File: src/rtl/credit_based_shaper_macros.svh
// Assertion macros used by the shaper controller
`ifndef CREDIT_BASED_SHAPER_MACROS_SVH
`define CREDIT_BASED_SHAPER_MACROS_SVH
// Implication checked on every rising clock edge out of reset
`define CBS_ASSERT_IMP(label, clk, rst_n, ante, cons) \
  label: assert property (@(posedge clk) disable iff (!rst_n) (ante) |-> (cons)) \
    else $error("assertion failed");
// Next-cycle implication
`define CBS_ASSERT_NXT(label, clk, rst_n, ante, cons) \
  label: assert property (@(posedge clk) disable iff (!rst_n) (ante) |=> (cons)) \
    else $error("assertion failed");
`endif

File: src/rtl/cbs_pkg.sv
// Package: shared types and constants of the credit-based shaper
`default_nettype none
package cbs_pkg;
  localparam int unsigned QueueDepthDef = 256;
  localparam int unsigned DivBits = 32;

  typedef enum logic [1:0] {
    KIND_ARRIVAL = 2'd0,
    KIND_WAKEUP  = 2'd1,
    KIND_TX      = 2'd2,
    KIND_IDLE    = 2'd3
  } kind_t;

  typedef enum logic [0:0] {
    CFG_IDLE_SLOPE = 1'b0,
    CFG_PORT_RATE  = 1'b1
  } cfg_idx_t;

  // Controller to datapath
  typedef struct packed {
    logic load;       // latch the event and the first update step
    logic mul2;       // second update step (after the product)
    logic decide;     // commit state and produce result
    logic div_start;  // begin division
    logic div_step;   // one quotient bit
    logic finish;     // capture result register
  } cbs_cmd_t;

  // Datapath to controller
  typedef struct packed {
    logic need_div;
    logic div_last;
  } cbs_sts_t;

  function automatic logic signed [31:0] sat32(input logic signed [49:0] v);
    if (v > 50'sd2147483647) return 32'sh7fffffff;
    if (v < -50'sd2147483648) return 32'sh80000000;
    return v[31:0];
  endfunction
endpackage
`default_nettype wire

File: src/rtl/cbs_if.sv
// Valid/ready channel interfaces for events and results
`default_nettype none
interface cbs_in_if;
  logic        valid;
  logic        ready;
  logic [1:0]  kind;
  logic [15:0] elapsed_ticks;
  logic [15:0] tx_duration;
  modport source (output valid, kind, elapsed_ticks, tx_duration, input ready);
  modport sink (input valid, kind, elapsed_ticks, tx_duration, output ready);
endinterface

interface cbs_out_if;
  logic               valid;
  logic               ready;
  logic               release_frame;
  logic               wait_valid;
  logic [31:0]        wait_ticks;
  logic signed [31:0] credit_now;
  logic signed [31:0] max_credit_now;
  logic               queue_flushed;
  logic               arrival_dropped;
  modport source (output valid, release_frame, wait_valid, wait_ticks, credit_now,
                  max_credit_now, queue_flushed, arrival_dropped, input ready);
  modport sink (input valid, release_frame, wait_valid, wait_ticks, credit_now,
                max_credit_now, queue_flushed, arrival_dropped, output ready);
endinterface
`default_nettype wire

File: src/rtl/cbs_ctrl.sv
// Controller: sequences one event through the shaper datapath
`default_nettype none
module cbs_ctrl
  import cbs_pkg::*;
(
  input  wire       clk,
  input  wire       rst_n,
  input  wire       in_valid,
  output logic      in_ready,
  output logic      out_valid,
  input  wire       out_ready,
  output cbs_cmd_t  cmd,
  input  cbs_sts_t  sts
);
  typedef enum logic [5:0] {
    S_IDLE = 6'b000001,
    S_MUL  = 6'b000010,
    S_DEC  = 6'b000100,
    S_DIV  = 6'b001000,
    S_FIN  = 6'b010000,
    S_OUT  = 6'b100000
  } state_t;

  state_t state_r, state_nxt;

  // Accept only when idle: no event in flight and no result pending
  assign in_ready  = (state_r == S_IDLE);
  assign out_valid = (state_r == S_OUT);

  // Next state and commands
  always_comb begin
    state_nxt = state_r;
    cmd = '0;
    case (state_r)
      S_IDLE: begin
        if (in_valid) begin
          cmd.load = 1'b1;
          state_nxt = S_MUL;
        end
      end
      S_MUL: begin
        cmd.mul2 = 1'b1;
        state_nxt = S_DEC;
      end
      S_DEC: begin
        cmd.decide = 1'b1;
        if (sts.need_div) begin
          cmd.div_start = 1'b1;
          state_nxt = S_DIV;
        end else begin
          state_nxt = S_FIN;
        end
      end
      S_DIV: begin
        cmd.div_step = 1'b1;
        if (sts.div_last) state_nxt = S_FIN;
      end
      S_FIN: begin
        cmd.finish = 1'b1;
        state_nxt = S_OUT;
      end
      S_OUT: begin
        if (out_ready) state_nxt = S_IDLE;
      end
      default: state_nxt = S_IDLE;
    endcase
  end

  // Hold state
  always_ff @(posedge clk) begin
    if (!rst_n) state_r <= S_IDLE;
    else state_r <= state_nxt;
  end

`include "credit_based_shaper_macros.svh"
  `CBS_ASSERT_IMP(a_onehot, clk, rst_n, 1'b1, $onehot(state_r))
  `CBS_ASSERT_NXT(a_load_mul, clk, rst_n, cmd.load, state_r == S_MUL)
  `CBS_ASSERT_IMP(a_hold_out, clk, rst_n, out_valid && !out_ready, state_nxt == S_OUT)
endmodule
`default_nettype wire

File: src/rtl/cbs_dp.sv
// Datapath: shaper state, credit arithmetic and wait-time divider
`default_nettype none
module cbs_dp
  import cbs_pkg::*;
#(
  parameter int unsigned QUEUE_DEPTH = QueueDepthDef,
  localparam int unsigned QW = $clog2(QUEUE_DEPTH + 1)
) (
  input  wire                clk,
  input  wire                rst_n,
  input  wire                cfg_we,
  input  wire                cfg_index,
  input  wire  [15:0]        cfg_wdata,
  input  wire  [1:0]         kind_i,
  input  wire  [15:0]        elapsed_i,
  input  wire  [15:0]        dur_i,
  input  cbs_cmd_t           cmd,
  output cbs_sts_t           sts,
  output logic               release_o,
  output logic               wvalid_o,
  output logic [31:0]        wticks_o,
  output logic signed [31:0] credit_o,
  output logic signed [31:0] maxc_o,
  output logic               flushed_o,
  output logic               dropped_o
);
  logic [15:0] idle_r, rate_r;
  logic signed [31:0] credit_r, maxc_r;
  logic [QW-1:0] fq_r;
  logic tx_r;
  logic [31:0] hold_r;

  logic [1:0] kind_r;
  logic [15:0] el_r, dur_r;
  logic in_time_r;
  logic [15:0] delta_r;
  logic signed [33:0] prod_r;

  // Result flags
  logic rel_r, wv_r, fl_r, dr_r, wdirect_r;
  logic [31:0] wdirect_val_r;

  // Divider
  logic [31:0] dq_r;
  logic [16:0] drem_r;
  logic [31:0] dnum_r;
  logic [5:0] dcnt_r;

  // Configuration writes
  always_ff @(posedge clk) begin
    if (!rst_n) begin
      idle_r <= '0;
      rate_r <= '0;
    end else if (cfg_we) begin
      if (cfg_index == CFG_IDLE_SLOPE) idle_r <= cfg_wdata;
      else rate_r <= cfg_wdata;
    end
  end

  // First step: latch the event and its distance to the hold window
  logic [15:0] slope_c;
  logic in_time_c;
  logic [31:0] hd_c;
  assign slope_c = (rate_r >= idle_r) ? rate_r - idle_r : 16'd0;
  assign in_time_c = {16'd0, elapsed_i} >= hold_r;
  assign hd_c = {16'd0, elapsed_i} - hold_r;

  always_ff @(posedge clk) begin
    if (cmd.load) begin
      kind_r <= kind_i;
      el_r <= elapsed_i;
      dur_r <= dur_i;
      in_time_r <= in_time_c;
      delta_r <= hd_c[15:0];
    end
  end

  // Second step: product of slope and ticks
  logic [31:0] mul_c;
  assign mul_c = (kind_r == KIND_TX) ? {16'd0, slope_c} * {16'd0, dur_r}
                                     : {16'd0, idle_r} * {16'd0, delta_r};

  always_ff @(posedge clk) begin
    if (cmd.mul2) begin
      if (kind_r == KIND_TX) prod_r <= -$signed({2'b0, mul_c});
      else prod_r <= $signed({2'b0, mul_c});
    end
  end

  // Event decision, combinational from registered product
  logic signed [31:0] cr_c, mx_c;
  logic [QW-1:0] fq_c;
  logic tx_c, rel_c, wv_c, fl_c, dr_c, need_div_c;
  logic [31:0] hold_c, wd_c;
  logic signed [49:0] sum_c;
  logic [32:0] h33_c;
  logic was_neg;

  always_comb begin
    cr_c = credit_r; mx_c = maxc_r; fq_c = fq_r; tx_c = tx_r;
    rel_c = 1'b0; wv_c = 1'b0; fl_c = 1'b0; dr_c = 1'b0; need_div_c = 1'b0;
    wd_c = '0; hold_c = hold_r;
    sum_c = 50'(credit_r) + 50'(prod_r);
    h33_c = '0;
    was_neg = credit_r[31];
    if (kind_r == KIND_TX) begin
      cr_c = sat32(sum_c);
      tx_c = 1'b0;
      if (fq_r != '0) begin
        if (cr_c[31]) begin
          wv_c = 1'b1;
          wd_c = {16'd0, dur_r};
        end else begin
          rel_c = 1'b1;
          fq_c = fq_r - 1'b1;
          tx_c = 1'b1;
        end
      end else if (cr_c > 0 && in_time_r) begin
        cr_c = '0;
      end
      h33_c = in_time_r ? {17'd0, dur_r}
                        : {1'b0, hold_r - {16'd0, el_r}} + {17'd0, dur_r};
      hold_c = h33_c[32] ? 32'hffffffff : h33_c[31:0];
    end else begin
      if (in_time_r && (was_neg || tx_r)) begin
        cr_c = sat32(sum_c);
        if (was_neg && !tx_r && cr_c > 0 && fq_r == '0) cr_c = '0;
      end
      if (kind_r == KIND_ARRIVAL) begin
        if (fq_r >= QW'(QUEUE_DEPTH)) dr_c = 1'b1;
        else fq_c = fq_r + 1'b1;
      end
      if (tx_r) begin
        if (cr_c > maxc_r) mx_c = cr_c;
      end else if (kind_r != KIND_IDLE) begin
        if (!cr_c[31]) begin
          if (fq_c != '0) begin
            rel_c = 1'b1;
            fq_c = fq_c - 1'b1;
            tx_c = 1'b1;
          end else if (in_time_r) begin
            cr_c = '0;
          end
        end else if (kind_r == KIND_WAKEUP && idle_r == '0) begin
          if (in_time_r) cr_c = '0;
          fq_c = '0;
          fl_c = 1'b1;
        end else begin
          wv_c = 1'b1;
          if (idle_r == '0) wd_c = 32'hffffffff;
          else need_div_c = 1'b1;
        end
      end
      hold_c = in_time_r ? 32'd0 : hold_r - {16'd0, el_r};
    end
  end
  assign sts.need_div = need_div_c;

  // Commit state
  always_ff @(posedge clk) begin
    if (!rst_n) begin
      credit_r <= '0; maxc_r <= '0; fq_r <= '0; tx_r <= 1'b0; hold_r <= '0;
    end else if (cmd.decide) begin
      credit_r <= cr_c; maxc_r <= mx_c; fq_r <= fq_c; tx_r <= tx_c; hold_r <= hold_c;
    end
  end

  // Hold flags and prepare divider: ceil(need/idle) = floor((need-1)/idle)+1
  always_ff @(posedge clk) begin
    if (cmd.decide) begin
      rel_r <= rel_c; wv_r <= wv_c; fl_r <= fl_c; dr_r <= dr_c;
      wdirect_r <= !need_div_c;
      wdirect_val_r <= wd_c;
    end
    if (cmd.div_start) begin
      dnum_r <= 32'(-$signed({cr_c[31], cr_c})) - 32'd1;
      drem_r <= '0;
      dq_r <= '0;
      dcnt_r <= '0;
    end else if (cmd.div_step) begin
      logic [16:0] trial;
      trial = {drem_r[15:0], dnum_r[31]};
      dnum_r <= {dnum_r[30:0], 1'b0};
      if (trial >= {1'b0, idle_r}) begin
        drem_r <= trial - {1'b0, idle_r};
        dq_r <= {dq_r[30:0], 1'b1};
      end else begin
        drem_r <= trial;
        dq_r <= {dq_r[30:0], 1'b0};
      end
      dcnt_r <= dcnt_r + 6'd1;
    end
  end
  assign sts.div_last = (dcnt_r == 6'(DivBits - 1));

  // Outputs from committed state
  always_ff @(posedge clk) begin
    if (cmd.finish) begin
      release_o <= rel_r; wvalid_o <= wv_r; flushed_o <= fl_r; dropped_o <= dr_r;
      credit_o <= credit_r; maxc_o <= maxc_r;
      wticks_o <= wdirect_r ? wdirect_val_r : dq_r + 32'd1;
    end
  end
endmodule
`default_nettype wire

File: src/rtl/credit_based_shaper.sv
// Top level of the credit-based shaper
// Each event passes the load, product, decision and finish steps before its result is valid,
// and the steps of a 32-step radix-2 divider when a wait time is divided out.
// A new event is taken once the previous result has transferred.
// Reset (synchronous, rst_n low) clears credit, queue count, hold time and registers.
`default_nettype none
module credit_based_shaper
  import cbs_pkg::*;
#(
  parameter int unsigned QUEUE_DEPTH = QueueDepthDef
) (
  input wire         clk,
  input wire         rst_n,
  cbs_in_if.sink     in_ch,
  cbs_out_if.source  out_ch,
  input wire         cfg_we,
  input wire         cfg_index,
  input wire  [15:0] cfg_wdata
);
  cbs_cmd_t cmd;
  cbs_sts_t sts;

  // Sequence events
  cbs_ctrl u_ctrl (
    .clk, .rst_n,
    .in_valid(in_ch.valid), .in_ready(in_ch.ready),
    .out_valid(out_ch.valid), .out_ready(out_ch.ready),
    .cmd, .sts
  );

  // Compute
  cbs_dp #(.QUEUE_DEPTH(QUEUE_DEPTH)) u_dp (
    .clk, .rst_n, .cfg_we, .cfg_index, .cfg_wdata,
    .kind_i(in_ch.kind), .elapsed_i(in_ch.elapsed_ticks), .dur_i(in_ch.tx_duration),
    .cmd, .sts,
    .release_o(out_ch.release_frame), .wvalid_o(out_ch.wait_valid),
    .wticks_o(out_ch.wait_ticks), .credit_o(out_ch.credit_now),
    .maxc_o(out_ch.max_credit_now), .flushed_o(out_ch.queue_flushed),
    .dropped_o(out_ch.arrival_dropped)
  );
endmodule
`default_nettype wire

File: src/flat_wrapper.sv
// flat-port wrapper written by rule: the top's interface ports become plain ports
module credit_based_shaper_flat import cbs_pkg::*;
#(
  parameter int unsigned QUEUE_DEPTH = QueueDepthDef
)
  (clk, rst_n, cfg_we, cfg_index, cfg_wdata, in_ch_valid, in_ch_kind, in_ch_elapsed_ticks, in_ch_tx_duration, in_ch_ready, out_ch_valid, out_ch_release_frame, out_ch_wait_valid, out_ch_wait_ticks, out_ch_credit_now, out_ch_max_credit_now, out_ch_queue_flushed, out_ch_arrival_dropped, out_ch_ready);
  cbs_in_if in_ch_i ();
  cbs_out_if out_ch_i ();
  input wire clk;
  input wire rst_n;
  input wire cfg_we;
  input wire cfg_index;
  input wire  [15:0] cfg_wdata;
  input wire logic [$bits(in_ch_i.valid)-1:0] in_ch_valid;
  input wire logic [$bits(in_ch_i.kind)-1:0] in_ch_kind;
  input wire logic [$bits(in_ch_i.elapsed_ticks)-1:0] in_ch_elapsed_ticks;
  input wire logic [$bits(in_ch_i.tx_duration)-1:0] in_ch_tx_duration;
  output wire logic [$bits(in_ch_i.ready)-1:0] in_ch_ready;
  output wire logic [$bits(out_ch_i.valid)-1:0] out_ch_valid;
  output wire logic [$bits(out_ch_i.release_frame)-1:0] out_ch_release_frame;
  output wire logic [$bits(out_ch_i.wait_valid)-1:0] out_ch_wait_valid;
  output wire logic [$bits(out_ch_i.wait_ticks)-1:0] out_ch_wait_ticks;
  output wire logic [$bits(out_ch_i.credit_now)-1:0] out_ch_credit_now;
  output wire logic [$bits(out_ch_i.max_credit_now)-1:0] out_ch_max_credit_now;
  output wire logic [$bits(out_ch_i.queue_flushed)-1:0] out_ch_queue_flushed;
  output wire logic [$bits(out_ch_i.arrival_dropped)-1:0] out_ch_arrival_dropped;
  input wire logic [$bits(out_ch_i.ready)-1:0] out_ch_ready;
  assign in_ch_i.valid = in_ch_valid;
  assign in_ch_i.kind = in_ch_kind;
  assign in_ch_i.elapsed_ticks = in_ch_elapsed_ticks;
  assign in_ch_i.tx_duration = in_ch_tx_duration;
  assign in_ch_ready = in_ch_i.ready;
  assign out_ch_valid = out_ch_i.valid;
  assign out_ch_release_frame = out_ch_i.release_frame;
  assign out_ch_wait_valid = out_ch_i.wait_valid;
  assign out_ch_wait_ticks = out_ch_i.wait_ticks;
  assign out_ch_credit_now = out_ch_i.credit_now;
  assign out_ch_max_credit_now = out_ch_i.max_credit_now;
  assign out_ch_queue_flushed = out_ch_i.queue_flushed;
  assign out_ch_arrival_dropped = out_ch_i.arrival_dropped;
  assign out_ch_i.ready = out_ch_ready;
  credit_based_shaper #(.QUEUE_DEPTH(QUEUE_DEPTH)) u_core (.clk(clk), .rst_n(rst_n), .in_ch(in_ch_i), .out_ch(out_ch_i), .cfg_we(cfg_we), .cfg_index(cfg_index), .cfg_wdata(cfg_wdata));
endmodule
File: config.mk
export PLATFORM = sky130hd
export DESIGN_NAME = credit_based_shaper_flat
export DESIGN_NICKNAME = d
export VERILOG_FILES = /design/src/rtl/cbs_pkg.sv /design/src/rtl/cbs_if.sv /design/src/rtl/cbs_ctrl.sv /design/src/rtl/cbs_dp.sv /design/src/rtl/credit_based_shaper.sv /design/src/flat_wrapper.sv
export VERILOG_INCLUDE_DIRS = /design/src /design/src/rtl
export SDC_FILE = /design/constraint.sdc
export NUM_CORES = 2
export LEC_CHECK = 0
export BUFFER_PORTS_ARGS = -buffer_cell sky130_fd_sc_hd__buf_4
export CAP_MARGIN = 20
export CORE_MARGIN = 1.5
export CORE_UTILIZATION = 43
export DETAILED_ROUTE_END_ITERATION = 6
export GPL_TIMING_DRIVEN = 0
export PLACE_DENSITY = 0.63
export SLEW_MARGIN = 30
export SYNTH_ARGS = -nofsm -noshare
export SYNTH_HDL_FRONTEND = slang
export SYNTH_SLANG_ARGS = --single-unit
File: constraint.sdc
create_clock -name clk -period 9.9 [get_ports clk]
set_input_delay 0.495 -clock clk [delete_from_list [all_inputs] [get_ports clk]]
set_output_delay 0.495 -clock clk [all_outputs]
set_load 0.01 [all_outputs]
* Word level (Yosys, flattened, before mapping)
Cells that the tools add are included.
** Cells by class
- Bitwise operators :: 5
- Add/subtract/negate cells :: 14
- Equal/unequal tests :: 15
- $lt $le $gt $ge :: 9
- Mux-type cells :: 99
- Reductions and logical operators :: 22
- $mul :: 2
** Operators with widths (number)
- two-way mux 32 bit :: 34
- two-way mux 9 bit :: 11
- > comparator 32 x 1 -> 1 bit (second input constant) :: 2
- multiplier 16 x 16 -> 32 bit :: 2
- two-way mux 16 bit :: 4
- two-way mux 31 bit :: 2
- subtractor 16 bit :: 3
- two-way mux 1 bit :: 41
- case mux 6 bit (6 select lines) :: 1
- adder 32 x 34 -> 35 bit :: 1
- > comparator 35 x 32 -> 1 bit (second input constant) :: 1
- < comparator 35 x 32 -> 1 bit (second input constant) :: 1
- negator 32 -> 34 bit :: 1
- adder 32 x 16 -> 33 bit :: 1
- two-way mux 33 bit :: 1
- adder 32 x 1 -> 32 bit (second input constant) :: 1
- >= comparator 16 x 32 -> 1 bit :: 1
- > comparator 32 bit :: 1
- negator 32 bit :: 1
- subtractor 32 x 1 -> 32 bit (second input constant) :: 1
- subtractor 32 x 16 -> 32 bit :: 1
- two-way mux 6 bit :: 3
- nonzero test 9 bit :: 2
- subtractor 9 x 1 -> 9 bit (second input constant) :: 2
- 30 further kinds :: 47
** Storage, ports and cells
- Bits of input ports :: 56
- Flip-flop bits (word level) :: 452
- Output and inout bits :: 102

* Logic depth before layout (Yosys ltp)
- Depth in word-level cells :: 27
- Mapped depth :: 39
- Depth with buffers taken out :: 37

* By module
Synthesis repeated with hierarchy kept, for this count alone.
** Second synthesis, totals
- Cell total of the unflattened synthesis :: 4983
- Area total of the unflattened synthesis :: 44303.7 µm²
** Modules (own cells, without submodules)
- cbs_dp :: times used 1, cells an instance 4940, area each 43905.9 µm²
- cbs_ctrl :: times used 1, cells an instance 43, area each 397.9 µm²

* Least setup slack after synthesis
No wires, ideal clock.
- Path kind :: register to register
- From :: reg u_core.u_dp.idle_r[1]
- To :: reg u_core.u_dp.prod_r[30] (data pin)
- Arrival :: 9.728 ns
- Path buffers :: 3
- Cell stages (with the launch flop) :: 38
- Clock period less this slack :: 9.897 ns
- Setup slack :: 0.003 ns
- Required time :: 9.731 ns
- Library setup time :: 0.169 ns
- Path through :: dfxtp_1 -> clkbuf_1 -> clkbuf_1 -> inv_1 -> ha_1 -> nor2b_1 -> o21ai_0 -> a21boi_0 -> o21ai_0 -> a21boi_0 -> o21ai_0 -> a21boi_0 -> o31ai_1 -> a21oi_1 -> xor2_1 -> clkbuf_1 -> nand3_1 -> fa_1 -> (+2 left out) -> inv_1 -> fa_1 -> fa_1 -> inv_1 -> fa_1 -> inv_1 -> ha_1 -> and2_1 -> a22o_1 -> or2_2 -> or3_1 -> nand3_1 -> o31ai_1 -> nor4b_1 -> nand4_1 -> or2_1 -> o31a_1 -> o31ai_1
** On the way
- Longest elaborated chain between the ends :: 6
- Elaborated cells between the ends (all ways) :: 8
- Classes of those cells :: 2 x add/sub; 2 x mul; 1 x order compare; 3 x mux
** Ends and longest elaborated chain
- from (decl) :: RTL line cbs_dp.sv:27 : logic [15:0] idle_r, rate_r;
- from (signal assigned) :: RTL line cbs_dp.sv:55 : if (cfg_index == CFG_IDLE_SLOPE) idle_r <= cfg_wdata;
- subtractor 16 bit or >= comparator 16 bit (tied branches) :: RTL line cbs_dp.sv:64 : assign slope_c = (rate_r >= idle_r) ? rate_r - idle_r : 16'd0;
- two-way mux 16 bit :: RTL line cbs_dp.sv:64
- multiplier 16 x 16 -> 32 bit :: RTL line cbs_dp.sv:80 : assign mul_c = (kind_r == KIND_TX) ? {16'd0, slope_c} * {16'd0, dur_r}
- two-way mux 32 bit (*) :: RTL line cbs_dp.sv:80
- negator 32 -> 34 bit :: RTL line cbs_dp.sv:85 : if (kind_r == KIND_TX) prod_r <= -$signed({2'b0, mul_c});
- two-way mux 32 bit (*) :: RTL line cbs_dp.sv:85
- to (signal assigned) :: RTL line cbs_dp.sv:85
- to (signal assigned) :: RTL line cbs_dp.sv:86 : else prod_r <= $signed({2'b0, mul_c});
- to (decl) :: RTL line cbs_dp.sv:37 : logic signed [33:0] prod_r;
Every way passes the cells marked *; elsewhere a longest branch is shown, timed or not.
A chain may end at the register's enable or synchronous reset.

* Final worst setup path
- From :: reg u_core.u_dp.idle_r[5]
- To :: reg u_core.u_dp.prod_r[25] (data pin)
The elaborated chain is that of the path after synthesis.

==> run summary <==
==================================================================================================
Status                                                                                finished clean
Placed cell areas                                                                      0.0470 mm^2
Number of global-route vias before repair                                                    37000
Peak fanout along the critical path                                                             10
Number of library cell types mapped by synthesis                                                98
Root buffer cell                                                                      sky130_fd_sc_hd__clkbuf_16
Leak pwr                                                                                 0.0224 uW
Count of mapped cells out of synthesis                                                        4991
Drt first pass iters                                                                             5
Crit path capture type                                                                    register
Number of ports placed on the die boundary                                                     158
Number of buffers inserted by hold repair at cts                                                 0
Critical path startpoint                                                              u_core.u_dp.idle_r[5]
Critical setup path kind                                                              register to register
Nets in the synthesized netlist                                                               5801
Cells on worst reg2reg path                                                                     35
Remaining antenna violation count after routing                                                  0
Total of flip-flops plus latches after synthesis                                               437
Hpwl dp                                                                                  116000 um
Number of CTS-inserted buffers                                                                  50
Via count                                                                                    37900
Overall die height                                                                          323 um
Leading cell types in the layout, fill and taps excluded                              sky130_fd_sc_hd__nand2_1 (662), sky130_fd_sc_hd__inv_1 (625), sky130_fd_sc_hd__fa_1 (390)
Post-synthesis cell area                                                               0.0439 mm^2
Number of hold violations in the final report                                                    0
Number of nets in the final layout                                                            6046
Number of endpoints failing setup at the final stage                                             0
Class of the tightest hold or removal check                                           input port to register
Delay of the slowest cell on the worst path                                                 530 ps
Count of filler cells inserted in the layout                                                  9853
Maximum clock frequency                                                                    103 MHz
Fraction of the cycle the final worst path needs                                             98.1%
Std-Cell Core Area                                                                      0.102 mm^2
Total number of clock tree sinks                                                               437
Area taken by multi-input logic gates                                                  0.0300 mm^2
Max Root-Sink Buffers                                                                            3
Hold path start                                                                       in_ch_tx_duration[7]
TritonCTS clock tree                                                                          done
Average cell area after synthesis                                                        8.80 um^2
Power per cell area                                                                    238 mW/mm^2
Number of flops mapped to enable cells by yosys                                                239
Global-route congestion overflow total                                                           0
Total GRT Usage                                                                              27.5%
Area Growth Syn to Fin                                                                       13.4%
Critical-path cell with the highest stage delay                                       sky130_fd_sc_hd__fa_1
Clock transition time at the flip-flop clock pins of the worst setup and hold paths          60 ps
Max-capacitance violation count                                                                  0
DR vias/cell                                                                                  5.69
Storage cell area                                                                      0.0112 mm^2
Clk_skew                                                                                   34.2 ps
Area of all placed cells without fillers                                               0.0498 mm^2
Antenna violations before repair                                                                 4
RR Startpoint                                                                         u_core.u_dp.idle_r[5]
Share of flip-flops with an asynchronous set or reset after synthesis                           0%
Full die area                                                                           0.104 mm^2
Crit path DAT                                                                             10050 ps
Relative slew margins                                                                        28.6%
Core Util, Final                                                                             49.1%
Number of warnings reported in the yosys synthesis log                                           0
DRC viols                                                                                        0
Slew at the pin closest to its max-slew limit                                              1070 ps
Total wire length after detailed routing                                                 144000 um
Required time reported for the critical path endpoint                                     10230 ps
Fin crit period                                                                            9710 ps
Layout cells sized above 1                                                                   9.83%
Die boundary width                                                                          323 um
Starting DRT DRC Count                                                                        3011
Gpl congestion                                                                                1.01
First-pass GRT wire length                                                               219000 um
Hold Worst Slack                                                                           30.6 ps
Initial Util                                                                                 43.3%
Standard-cell rows                                                                             117
Average wire per cell in the routed design                                                 21.7 um
Cell depth of the worst hold path                                                                1
Clock Latency Late Sink                                                                     650 ps
Fin worst setup slack                                                                       188 ps
Kind of start point of the critical path                                                  register
Number of H-tree levels                                                                          2
Largest net degree at the start of global routing                                               49
IO Port Bufs                                                                                   156
Most frequent cell on the critical path                                               sky130_fd_sc_hd__fa_1
Synth Flop Type                                                                       sky130_fd_sc_hd__edfxtp_1
Most common cell after layout, fill and taps aside                                    sky130_fd_sc_hd__nand2_1
Sequential fraction of the synthesis area                                                    25.4%
Peak supply drop                                                                          0.355 mV
Final Slew Violations                                                                            0
Pre-CTS setup slack                                                                       -2990 ps
==================================================================================================
[final timing paths]
kind                            end  slack [ps]
max          u_core.u_dp.prod_r[25]         190
min            u_core.u_dp.dur_r[7]          30
max reg2reg  u_core.u_dp.prod_r[25]         190
min reg2reg   u_core.u_dp.release_o         420
[cell families after synthesis]
logic type / synth area share, %
and+or+nand+nor: 17.9
AOI/OAI and AO/OA: 16.6
buffers and inverters: 7.63
adders and majority gates: 28.2
DFF: 25.4
xor gates and xnor gates: 3.83
muxes: 0.467
[routing by layer]
layer  vias to the layer above  share of wire (%)  track usage, %  routed length [um]
li1                      17600                  -               -                   -
met1                     18400                 43            37.2               61800
met2                      1488                 44            43.2               63700
met3                       283                8.4            4.89               12100
met4                         2                4.5            11.3                6410
met5                         -             0.0056               0                   8
[registers in the layout (all words and copies together) (netlist names), 17 cells and up]
signal                     cells
u_core.u_dp.wdirect_val_r     17
u_core.u_dp.wticks_o          32
u_core.u_dp.maxc_r            32
u_core.u_dp.dq_r              32
u_core.u_dp.maxc_o            32
u_core.u_dp.hold_r            32
u_core.u_dp.dnum_r            32
u_core.u_dp.prod_r            34
u_core.u_dp.credit_r          32
u_core.u_dp.credit_o          32
[cell usage after synthesis, drive strengths merged, types with 16 or more instances]
master / number / area (um^2)
nand2: 663 / 2490
inv: 633 / 2380
fa: 394 / 7890
ha: 360 / 4500
a21oi: 286 / 1450
edfxtp: 239 / 7180
o21ai: 238 / 1190
clkbuf: 223 / 837
nor2: 218 / 818
dfxtp: 198 / 3960
and2: 188 / 1180
xnor2: 112 / 981
nand3: 99 / 495
a21o: 94 / 706
xor2: 80 / 701
nor3: 77 / 390
nand4: 67 / 419
and3: 61 / 382
o211ai: 60 / 450
a22o: 50 / 438
or3: 49 / 307
a211oi: 42 / 320
o21a: 37 / 278
a31oi: 36 / 225
nand2b: 34 / 213
o211a: 33 / 330
nor4: 31 / 200
o31ai: 28 / 224
nor2b: 27 / 169
buf: 26 / 134
and4: 25 / 219
or2: 17 / 106
or4: 17 / 135
a21boi: 16 / 120
mux2i: 16 / 160
[through the flow]
step	cells	power, uW	TNS (ps)
6_report	6649	11800	0
5_1_grt	6646	12600	-129
4_1_cts	6625	11400	-60.7
3_5_place_dp	6531	9200	-54590
3_3_place_gp	6515	9140	-213310
2_1_floorplan	4991	7050	0
[worst max-delay path: cells and delay by family (launching register included)]
| family | cells | cell delay (ps) |
|---|---|---|
| fa+ha+maj | 8 | 3810 |
| buf+inv | 10 | 1860 |
| flops | 1 | 470 |
| xor+xnor | 1 | 190 |
| mux | 1 | 90 |
| compound gates | 3 | 620 |
| simple gates | 12 | 2350 |
[cell type report]
| cell class | count | area share, % |
|---|---|---|
| clock buffers | 64 | 2.85 |
| multi-input cells | 3671 | 60.2 |
| flip-flops and latches | 437 | 22.4 |
| plain buffers | 228 | 2.12 |
| repair buffers | 214 | 3.38 |
| diodes | 3 | 0.0151 |
| clock inverters | 30 | 0.796 |
| well taps | 1368 | 3.43 |
| inverters | 634 | 4.80 |
[where the power goes]
group,internal (uW),total [uW],switching [uW],leakage [uW]
sequential,2000,2090,87.3,0.00370
combinational,3000,7730,4730,0.0178
clock,1190,2020,830,0.000888
[what timing repair did]
action / CTS / global route
setup endpoints to repair: 24 / 18
gates cloned: 0 / 0
resized for setup: 130 / 84
pin swaps: 12 / 27
buffers inserted: 17 / 25
No activity file was read; power rests on OpenSTA's default activity.
